File: config.mk
export PLATFORM = sky130hd
export DESIGN_NAME = ccir_front
export DESIGN_NICKNAME = d
export VERILOG_FILES = /design/src/hw/rtl/ccir_pkg.sv /design/src/hw/rtl/ccir_front.sv
export SDC_FILE = /design/constraint.sdc
export NUM_CORES = 1
export LEC_CHECK = 0
export BUFFER_PORTS_ARGS = -buffer_cell sky130_fd_sc_hd__buf_2
export CAP_MARGIN = 10
export CELL_PAD_IN_SITES_DETAIL_PLACEMENT = 1
export CELL_PAD_IN_SITES_GLOBAL_PLACEMENT = 1
export CORE_ASPECT_RATIO = 0.6
export CORE_MARGIN = 2
export CORE_UTILIZATION = 35
export CTS_BUF_LIST = sky130_fd_sc_hd__clkbuf_2
export CTS_CLUSTER_DIAMETER = 30
export DETAILED_ROUTE_END_ITERATION = 10
export GPL_TIMING_DRIVEN = 1
export PLACE_DENSITY_LB_ADDON = 0.1
export SLEW_MARGIN = 20
export SYNTH_ARGS = -nofsm -noshare
export SYNTH_HDL_FRONTEND = slang
export SYNTH_SLANG_ARGS = --single-unit
File: constraint.sdc
create_clock -name i_clk -period 8.9 [get_ports i_clk]
set_input_delay 1.78 -clock i_clk [delete_from_list [all_inputs] [get_ports i_clk]]
set_output_delay 1.78 -clock i_clk [all_outputs]
set_load 0.01 [all_outputs]
File: src/hw/rtl/ccir_pkg.sv
`timescale 1ns / 1ps

package ccir_pkg;

    localparam int BODY_SLOTS = 64;
    localparam int SLOT_W     = $clog2(BODY_SLOTS);

    // shared divider: 48-bit dividend, 32-bit divisor, quotient known below 2^17
    localparam int DIV_NUM_W = 48;
    localparam int DIV_DEN_W = 32;
    localparam int DIV_Q_W   = 17;

    localparam int SQRT_IN_W  = 64;
    localparam int SQRT_OUT_W = SQRT_IN_W / 2;

    typedef enum logic {
        OP_WRITE   = 1'b0,
        OP_RESOLVE = 1'b1
    } t_op;

    typedef enum logic [1:0] {
        OUT_APART      = 2'd0,
        OUT_RESOLVED   = 2'd1,
        OUT_SEPARATING = 2'd2,
        OUT_DEGENERATE = 2'd3
    } t_outcome;

    typedef struct packed {
        logic               kind;
        logic        [5:0]  slot_a;
        logic        [5:0]  slot_b;
        logic signed [31:0] pos_x;
        logic signed [31:0] pos_y;
        logic signed [31:0] vel_x;
        logic signed [31:0] vel_y;
        logic        [24:0] inv_mass;
        logic        [16:0] bounce;
        logic        [30:0] radius;
    } t_in_item;

    typedef struct packed {
        logic        [5:0]  slot;
        logic signed [31:0] new_pos_x;
        logic signed [31:0] new_pos_y;
        logic signed [31:0] new_vel_x;
        logic signed [31:0] new_vel_y;
        logic        [1:0]  outcome;
        logic               last;
    } t_out_item;

    typedef struct packed {
        logic signed [31:0] pos_x;
        logic signed [31:0] pos_y;
        logic signed [31:0] vel_x;
        logic signed [31:0] vel_y;
        logic        [24:0] inv_mass;
        logic        [16:0] bounce;
        logic        [30:0] radius;
    } t_body;

    typedef struct packed {
        t_op               op;
        logic [SLOT_W-1:0] a;
        logic [SLOT_W-1:0] b;
        t_body             body;
    } t_cmd;

    // divide by 65536, truncating toward zero
    function automatic logic signed [63:0] sdiv16(input logic signed [63:0] x);
        logic signed [63:0] t;
        t = x[63] ? (x + 64'sd65535) : x;
        return t >>> 16;
    endfunction

    function automatic logic signed [31:0] sat32(input logic signed [63:0] x);
        logic signed [31:0] r;
        if (x > 64'sd2147483647) begin
            r = 32'sh7FFFFFFF;
        end else if (x < -64'sd2147483648) begin
            r = 32'sh80000000;
        end else begin
            r = x[31:0];
        end
        return r;
    endfunction

endpackage

File: src/hw/rtl/ccir_front.sv
`timescale 1ns / 1ps

module ccir_front import ccir_pkg::*; (
    input  logic     i_clk,
    input  logic     i_rst_n,
    input  logic     i_valid,
    output logic     o_ready,
    input  t_in_item i_item,
    output logic     o_cmd_valid,
    input  logic     i_cmd_ready,
    output t_cmd     o_cmd
);

    localparam int QDEPTH = 2;
    localparam int Q_AW   = $clog2(QDEPTH);

    t_cmd            r_q [QDEPTH];
    logic [Q_AW-1:0] r_wp;
    logic [Q_AW-1:0] r_rp;
    logic [Q_AW:0]   r_cnt;
    t_cmd            w_cmd;
    logic            w_push;
    logic            w_pop;

    // classify and wrap slot indexes
    always_comb begin
        w_cmd.op            = i_item.kind ? OP_RESOLVE : OP_WRITE;
        w_cmd.a             = i_item.slot_a[SLOT_W-1:0];
        w_cmd.b             = i_item.slot_b[SLOT_W-1:0];
        w_cmd.body.pos_x    = i_item.pos_x;
        w_cmd.body.pos_y    = i_item.pos_y;
        w_cmd.body.vel_x    = i_item.vel_x;
        w_cmd.body.vel_y    = i_item.vel_y;
        w_cmd.body.inv_mass = i_item.inv_mass;
        w_cmd.body.bounce   = i_item.bounce;
        w_cmd.body.radius   = i_item.radius;
    end

    assign o_ready     = (r_cnt != (Q_AW+1)'(QDEPTH));
    assign o_cmd_valid = (r_cnt != '0);
    assign o_cmd       = r_q[r_rp];
    assign w_push      = i_valid && o_ready;
    assign w_pop       = o_cmd_valid && i_cmd_ready;

    always_ff @(posedge i_clk) begin
        if (w_push) begin
            r_q[r_wp] <= w_cmd;
        end
    end

    always_ff @(posedge i_clk) begin
        if (!i_rst_n) begin
            r_wp  <= '0;
            r_rp  <= '0;
            r_cnt <= '0;
        end else begin
            if (w_push) begin
                r_wp <= r_wp + 1'b1;
            end
            if (w_pop) begin
                r_rp <= r_rp + 1'b1;
            end
            case ({w_push, w_pop})
                2'b10:   r_cnt <= r_cnt + 1'b1;
                2'b01:   r_cnt <= r_cnt - 1'b1;
                default: r_cnt <= r_cnt;
            endcase
        end
    end

    a_cnt_bound: assert property (@(posedge i_clk) disable iff (!i_rst_n)
        r_cnt <= (Q_AW+1)'(QDEPTH))
        else $error("queue count beyond depth");

endmodule

Word-level counts from Yosys, hierarchy flattened
Memories as Yosys holds them, arrays and structs flattened. A register that Yosys moved wholly into a read port is not among the register bits.
Index checks and enable logic that the tools add are counted.
Widths: inputs -> output; s select.
{"block": "totals", "mem_count": 1, "out_inout_bits": 216, "ff_bits": 4, "elab_cells": 21, "ramBits": 428}
{"memory": "r_q", "depth": 2, "width": 214, "rd": 1, "rd_clocked_by_memory_dff": 1, "write_ports": 1, "line_no": "ccir_front.sv:17", "source": "t_cmd r_q [QDEPTH];"}
{"block": "classes", "muxes": 6, "addsub": 4, "n_reduce_logical": 4, "eq_ne": 3}
{"operator": "$mux 1", "n": 5}
{"operator": "$pmux 2 s2", "n": 1}
{"operator": "$reduce_bool 2->1", "n": 2}
{"operator": "$add 1x1->1 const B", "n": 2}
{"operator": "$add 2x1->2 const B", "n": 1}
{"operator": "$eq 2x1->1 const B", "n": 1}
{"operator": "$eq 2x2->1 const B", "n": 1}
{"operator": "$logic_and 1x1->1", "n": 2}
{"operator": "$ne 2x2->1 const B", "n": 1}
{"operator": "$sub 2x1->2 const B", "n": 1}

Depth between registers and ports, before layout
Gate-level depths: netlist of the first run.
{"block": "logic_depth", "depth_word": 4, "mapped_depth": 6}

Least setup slack after synthesis of the first run
OpenSTA, ideal clock, no wires.
{"block": "synth_timing", "path_type": "input -> register", "start": "input port i_valid", "end": "memory r_q[1][0] (netlist bit), enable pin", "arrival_time_ps": 6715, "path_buffers": 0, "path_stages": 1, "slack_ps": 1583, "required_ps": 8298, "path_cell_list": "and3_1"}
{"block": "synth_via", "elab_chain_len": 3}
{"element": "from (decl)", "line_no": "ccir_front.sv:6", "source": "input logic i_valid,"}
{"element": "$logic_and 1x1->1", "line_no": "ccir_front.sv:42", "source": "assign w_push = i_valid && o_ready;"}
{"element": "$mux 1", "line_no": "ccir_front.sv:46", "source": "if (w_push) begin"}
{"element": "$mux 1 (not written as such)", "line_no": "ccir_front.sv:47", "source": "r_q[r_wp] <= w_cmd;"}
{"element": "to (decl)", "line_no": "ccir_front.sv:17"}
Every way passes these cells.

==> results of run 1 <==
[layout make-up]
cell class / count / area [sq um] / share of cell area [%]
diodes: 4 / 10.0 / 0.0518
flip-flops and latches: 433 / 13000 / 67.1
clock inverters: 13 / 71.3 / 0.369
well taps: 589 / 737 / 3.82
clock buffers: 144 / 721 / 3.73
repair buffers: 441 / 2230 / 11.5
multi-input cells: 232 / 2580 / 13.4
inverters: 1 / 11.3 / 0.0583
[cell usage in the layout, fill, tap and decap left out]
cell / Yosys / routed
a21bo_2: 1 / 1
a21boi_0: 1 / 1
a21boi_1: 1 / 1
and2_1: 1 / 1
and3_4: 0 / 1
buf_2: 6 / 433
buf_4: 0 / 8
clkbuf_2: 0 / 144
clkinv_1: 0 / 6
clkinv_2: 0 / 2
clkinv_4: 0 / 3
dfxtp_1: 5 / 4
dfxtp_4: 0 / 1
diode_2: 0 / 4
edfxtp_1: 428 / 428
ha_1: 1 / 1
inv_2: 0 / 1
inv_6: 0 / 1
inv_8: 0 / 1
mux2_2: 204 / 204
mux2_4: 10 / 10
nand2_1: 1 / 1
nand2b_1: 1 / 1
nand3b_1: 1 / 1
nor2b_1: 2 / 2
o21a_1: 1 / 1
o21ai_0: 1 / 1
or2_2: 1 / 1
or3_1: 1 / 1
xnor2_1: 3 / 3
[critical path: stages (launching register included)]
cell	delay [ns]
dfxtp_4	1.00
buf_4	0.73
mux2_2	0.46
buf_2	0.16
[where the power goes]
| part | internal (mW) | switching [mW] |
|---|---|---|
| logic | 0.648 | 0.749 |
| clock network | 0.428 | 0.743 |
| registers | 2.57 | 0.116 |
[synth_stat cells, drive strengths merged]
master	instances	share of area, %
nand2b	1	0.040
and3	1	0.040
and2	1	0.040
a21bo	1	0.063
or3	1	0.040
nand3b	1	0.048
inv	1	0.024
o21ai	1	0.032
mux2	214	16
ha	1	0.079
or2	1	0.040
o21a	1	0.048
xnor2	3	0.17
dfxtp	5	0.63
nand2	1	0.024
a21boi	2	0.095
edfxtp	428	82
buf	24	1.5
nor2b	2	0.079
[sequential cells by signal, summed over array words and instances (netlist names), named ones only]
name / flops
r_q: 428
r_cnt: 2
r_wp: 1
r_rp: 1
[layer usage]
metal / global-route usage (%) / up-vias / share of wire [%]
met5: 0 / - / 0.21
met4: 4.75 / 12 / 1.7
met3: 6.77 / 70 / 8.0
met2: 26.7 / 258 / 51
met1: 18.0 / 4138 / 39
li1: - / 3850 / -
[cells by family (layout without fill, tap and decap cells)]
logic type / Yosys count / count (layout) / share of synthesized area [%]
other: 0 / 4 / 0
AND/OR/NAND/NOR: 9 / 9 / 0.349
flip-flops: 433 / 433 / 82.1
XOR/XNOR: 3 / 3 / 0.167
buffers and inverters: 25 / 599 / 1.50
multiplexers: 214 / 214 / 15.5
adder cells (fa/ha/maj): 1 / 1 / 0.0793
AO/OA/AOI/OAI: 5 / 5 / 0.238
[worst max path at each step]
stage               from                   to  slack, ns  cells past startpoint
2_1_floorplan    i_valid  r_q[1][0]$_DFFE_PP_       1.58                      1
3_3_place_gp   flip-flop           o_cmd[119]       4.63                      3
3_5_place_dp   flip-flop           o_cmd[121]       4.61                      3
4_1_cts        flip-flop           o_cmd[121]       3.51                      3
5_1_grt        flip-flop           o_cmd[119]       3.38                      3
6_report       flip-flop           o_cmd[119]       3.74                      3
==> summary.txt, run 1 <==
Power
  – Pwr dens: 272 mW/mm^2
  – Leakage power: 7.29 nW
  – Power, Total: 5.26 mW
  – Peak VDD IR: 107 uV

Final layout
  – Final core occ: 43.2%
  – Final net count: 1433
  – Non-Filler Instances: 1857
  – Layout area overhead: 22.5%
  – Final Instance Area: 0.0193 sq mm
  – Filler cells: 4476
  – Fraction of layout cells with a size suffix above 1: 64.2%

Route
  – # DRC: 0
  – WL final: 37400 microns
  – Wire per inst: 20.1 microns
  – Initial drt markers: 395
  – Detailed-route via count: 8328
  – Vias per cell: 4.48
  – Pre-Repair DR Iteration Count: 4
  – Routed Antenna Nets: 0

Job
  – Maxcap violations: 0

STA
  – Final setup viols: 0
  – Tmin final: 5.16 ns
  – Worst Tran Pin Value: 1.03 ns
  – Final WS setup: 3.74 ns
  – Unrepaired setup endpoints after global routing: no
  – Fin. Hold Viols: 0
  – Setup TNS Final: 0 ns
  – Clock Skews: 0.0546 ns
  – Peak Freq: 194 MHz
  – Relative slew slack: 31.6%
  – Post-route clock period utilization: 57.9%
  – Hold slack final: 0.545 ns
  – Slew Limit Fails: 0

Synthesis
  – Sequential share of the synthesized area: 82.1%
  – Avg Inst Size Synth: 22.9 sq um
  – Post-Syn Area: 0.0158 sq mm
  – Syn_nets: 909
  – Yosys reg bits: 433
  – Synth cell types: 22
  – Gate Count Post-Synth: 690
  – Yosys warning count: 0

Clock network
  – H-tree levels: 3
  – Clock transition at path regs: 0.11 ns
  – CTS buffer count: 105
  – Post-cts resize count: 0
  – Postcts setup bufs: 0
  – Worst skew pair latency: 0.93 ns
  – CTS tree: built
  – Post-cts hold buffer count: 0
  – Clock root buffer: clkbuf_2
  – Sink Count: 433
  – CTS max path bufs: 3

Placement
  – Setup Slack @ Placement: 4.61 ns
  – I/O Buffers: 433
  – Placed Cells: 1696
  – HPWL after DPL: 25100 microns
  – Post-Place Cell Area: 0.0185 sq mm
  – Placer Congestion: 0.753

Floorplan
  – Die W: 278 microns
  – Top Ports: 434
  – DIE AREA: 0.0468 sq mm
  – Die span in y: 168 microns
  – Total core area: 0.0447 sq mm
  – Cell row count: 60
  – Initial core utilization: 35.3%

Critical path
  – CP max FO: 67
  – Crit path DAT: 3.38 ns
  – Worst reg2reg path startpoint: r_cnt[0]$_SDFFE_PN0P_
  – Startpoint types: flip-flop
  – CP required: 7.12 ns
  – Setup CP Type: flip-flop to output pin
  – R2r worst-path depth: 4
  – Critical path endpoint category: output pin
  – FF-to-FF End: r_q[0][188]$_DFFE_PP_
  – Worst R2R Setup Slack: 6.09 ns

Min path
  – Hold Startpoint: r_cnt[1]$_SDFFE_PN0P_
  – Hold Path Cell Cnt: 2
  – Hold Path End: r_cnt[1]$_SDFFE_PN0P_
  – Worst hold path type: flip-flop to flip-flop

GRT
  – GR Util All Layers: 15.7%
  – Gr ovfl total: 0
  – Vias in the first global route: 9074
  – Initial antenna violation count: 10
  – First-pass GRT wire length: 54900 microns
  – Largest net degree at the start of global routing: 78

Run status
  – Status: complete, no violations
Note: power is estimated with default switching activity, not from simulation.
==> run 2: changes to the inputs <==
Settings changed: ABC_AREA set to 1.
Clock period 8.9 ns to 5.1 ns, I/O delays scaled along.
==> run 2 against run 1 <==
Compared with the run above:
- design area up 5.4%
- clock-buffer cell count up 11
- critical endpoint is now o_cmd[23]
- sequential share of layout area down 3.5 points
- clock skew up 0.049 ns
- register-to-register slack worse by 3.2 ns
- largest power group unchanged
- area after synthesis up 3.6%
- die area up 3.5%
==> summary.txt, run 2 <==
Run status
  – Status: complete, no violations

Critical path
  – CP required: 4.08 ns
  – Startpoint types: flip-flop
  – WP buf/inv: 2
  – CP max FO: 49
  – Crit-path max cell delay: 0.97 ns
  – Critical path endpoint category: output pin
  – Crit path DAT: 2.92 ns
  – Crit path max-delay family: flip-flops
  – Cell chain of the critical path: buf_4 -> mux2_2 -> buf_2
  – Setup CP Type: flip-flop to output pin
  – Slowest-stage cell, CP: dfxtp_4
  – Worst R2R Setup Slack: 2.85 ns

GRT
  – Gr ovfl total: 0
  – Largest net degree at the start of global routing: 150
  – GR Util All Layers: 15.2%
  – First-pass GRT wire length: 54800 microns
  – Initial antenna violation count: 9
  – Vias in the first global route: 8762

Floorplan
  – Initial core utilization: 35.4%
  – Top Ports: 434
  – Die span in y: 171 microns
  – Die W: 283 microns
  – Cell row count: 61
  – DIE AREA: 0.0485 sq mm
  – Total core area: 0.0462 sq mm

Synthesis
  – Gate Count Post-Synth: 702
  – Ys async rst share: 0%
  – Synth Flop Type: edfxtp_1
  – Avg Inst Size Synth: 23.3 sq um
  – Commonest cells in the netlist: edfxtp_1, mux2_4, mux2_2
  – Sequential share of the synthesized area: 79.3%
  – Yosys reg bits: 433
  – Most numerous cell in the Yosys netlist: edfxtp_1
  – Synth cell types: 15
  – Top-area cell type share of the netlist area: 78.7%
  – Post-Syn Area: 0.0163 sq mm
  – Post-synthesis cell type with the largest combined area: edfxtp_1
  – Syn_nets: 921
  – Synth area leaders: edfxtp_1, mux2_4, mux2_2, buf_6, dfxtp_1
  – EDFF count, synth: 428
  – Yosys warning count: 0

Power
  – Clk pwr share: 27.2%
  – Leakage power: 8.05 nW
  – Internal Power: 6.30 mW
  – Sequential power share: 51.1%
  – Pwr dens: 431 mW/mm^2
  – Combinational power share: 21.6%
  – Peak VDD IR: 183 uV
  – Power, Total: 8.78 mW
  – Sw Ratio: 28.3%
  – Switch Pwr: 2.49 mW

STA
  – Fin. Hold Viols: 0
  – Tmin final: 3.94 ns
  – Final setup viols: 0
  – Slew Limit Fails: 0
  – Unrepaired setup endpoints after global routing: no
  – Clock Skews: 0.104 ns
  – Post-route clock period utilization: 77.2%
  – Relative slew slack: 34.9%
  – Peak Freq: 254 MHz
  – Setup TNS Final: 0 ns
  – Worst Tran Pin Value: 0.977 ns

Job
  – Maxcap violations: 0

Route
  – Initial drt markers: 379
  – Wire per inst: 19.6 microns
  – Pre-Repair DR Iteration Count: 4
  – Routed Antenna Nets: 0
  – # DRC: 0
  – Detailed-route via count: 8554
  – WL final: 38400 microns
  – Vias per cell: 4.37

Placement
  – HPWL after DPL: 25600 microns
  – I/O Buffers: 433
  – Placer Congestion: 0.728
  – Post-Place Cell Area: 0.0192 sq mm
  – Placed Cells: 1756

Final layout
  – Non-Filler Instances: 1956
  – Regs by FF count: r_q x428, r_cnt x2
  – Fraction of layout cells with a size suffix above 1: 62.8%
  – Biggest register: r_q
  – Area of the multi-input gates: 0.00314 sq mm
  – Final net count: 1466
  – Max reg flops: 428
  – Filler cells: 4644
  – FF+latch area: 0.0130 sq mm
  – Final Instance Area: 0.0204 sq mm
  – Commonest non-fill, non-tap cell in the layout: buf_2
  – Layout area overhead: 24.7%
  – Commonest non-fill, non-tap cells in the layout: buf_2, edfxtp_1, mux2_4, clkbuf_2, mux2_2

Clock network
  – Clock transition at path regs: 0.11 ns
  – Sink Count: 433
  – Worst skew pair latency: 1.00 ns
  – CTS max path bufs: 3
  – Post-cts hold buffer count: 1
  – Post-cts resize count: 0
  – Postcts setup bufs: 0
  – Clock root buffer: clkbuf_2
  – CTS tree: built
  – CTS buffer count: 108
  – H-tree levels: 3

Min path
  – Worst hold path type: input pin to flip-flop
## run 2: worst paths after layout
path | startpoint | endpoint | cells after the start
max | flip-flop | o_cmd[23] | 3
min | i_item[205] | r_q[0][205]$_DFFE_PP_ | 1
max reg2reg | r_cnt[0]$_SDFFE_PN0P_ | r_q[1][132]$_DFFE_PP_ | 5
min reg2reg | r_rp$_SDFFE_PN0P_ | r_rp$_SDFFE_PN0P_ | 2
## run 2: cells by family after synthesis
kind of cell    synth area share, %
mux                            18.4
simple gates                  0.528
flops                          79.3
buf+inv                        1.58
fa+ha+maj                    0.0766
compound gates                0.107
## run 2: metrics by stage
step	hold WS, ns	setup WS [ns]	util (%)
finish	0.201	1.16	44.1
global route	0.000878	0.833	44.1
CTS	0.00124	0.868	43.9
detailed placement	0.485	2.07	41.7
global placement	0.474	2.09	41.7
floorplan	0.451	-2.09	-
## run 2: cell type report
class                      count  area share [%]
sequential                   433            63.6
timing repair buffer         459            12.0
inverter                       5          0.0922
antenna                        5          0.0614
multi-input combinational    240            15.4
clock buffer                 155            3.81
tap                          630            3.87
clock inverter                29            1.14
## run 2: worst reg2reg max path: stages, from the launching register on
cell and delay, ns:
dfxtp_1 0.40, inv_1 0.12, nand2_1 0.10, nand2_1 0.20, nor2_4 0.19, buf_4 0.72
## run 2: power groups by stage
stage	clock network (mW)	logic, mW	registers, mW
after detailed placement	0	1.93	4.58
final	2.39	1.90	4.49
after global placement	0	1.93	4.57
after global routing	2.70	2.04	4.53
after floorplan	0	1.25	4.58
after CTS	2.53	1.94	4.50
## run 2: layer usage
| metal | global-route usage, % | part of all wire [%] | vias to the layer above |
|---|---|---|---|
| met5 | 0 | 0.14 | - |
| li1 | - | - | 3939 |
| met2 | 24.1 | 49 | 256 |
| met1 | 18.9 | 42 | 4271 |
| met4 | 5.48 | 2.0 | 8 |
| met3 | 6.21 | 7.3 | 80 |
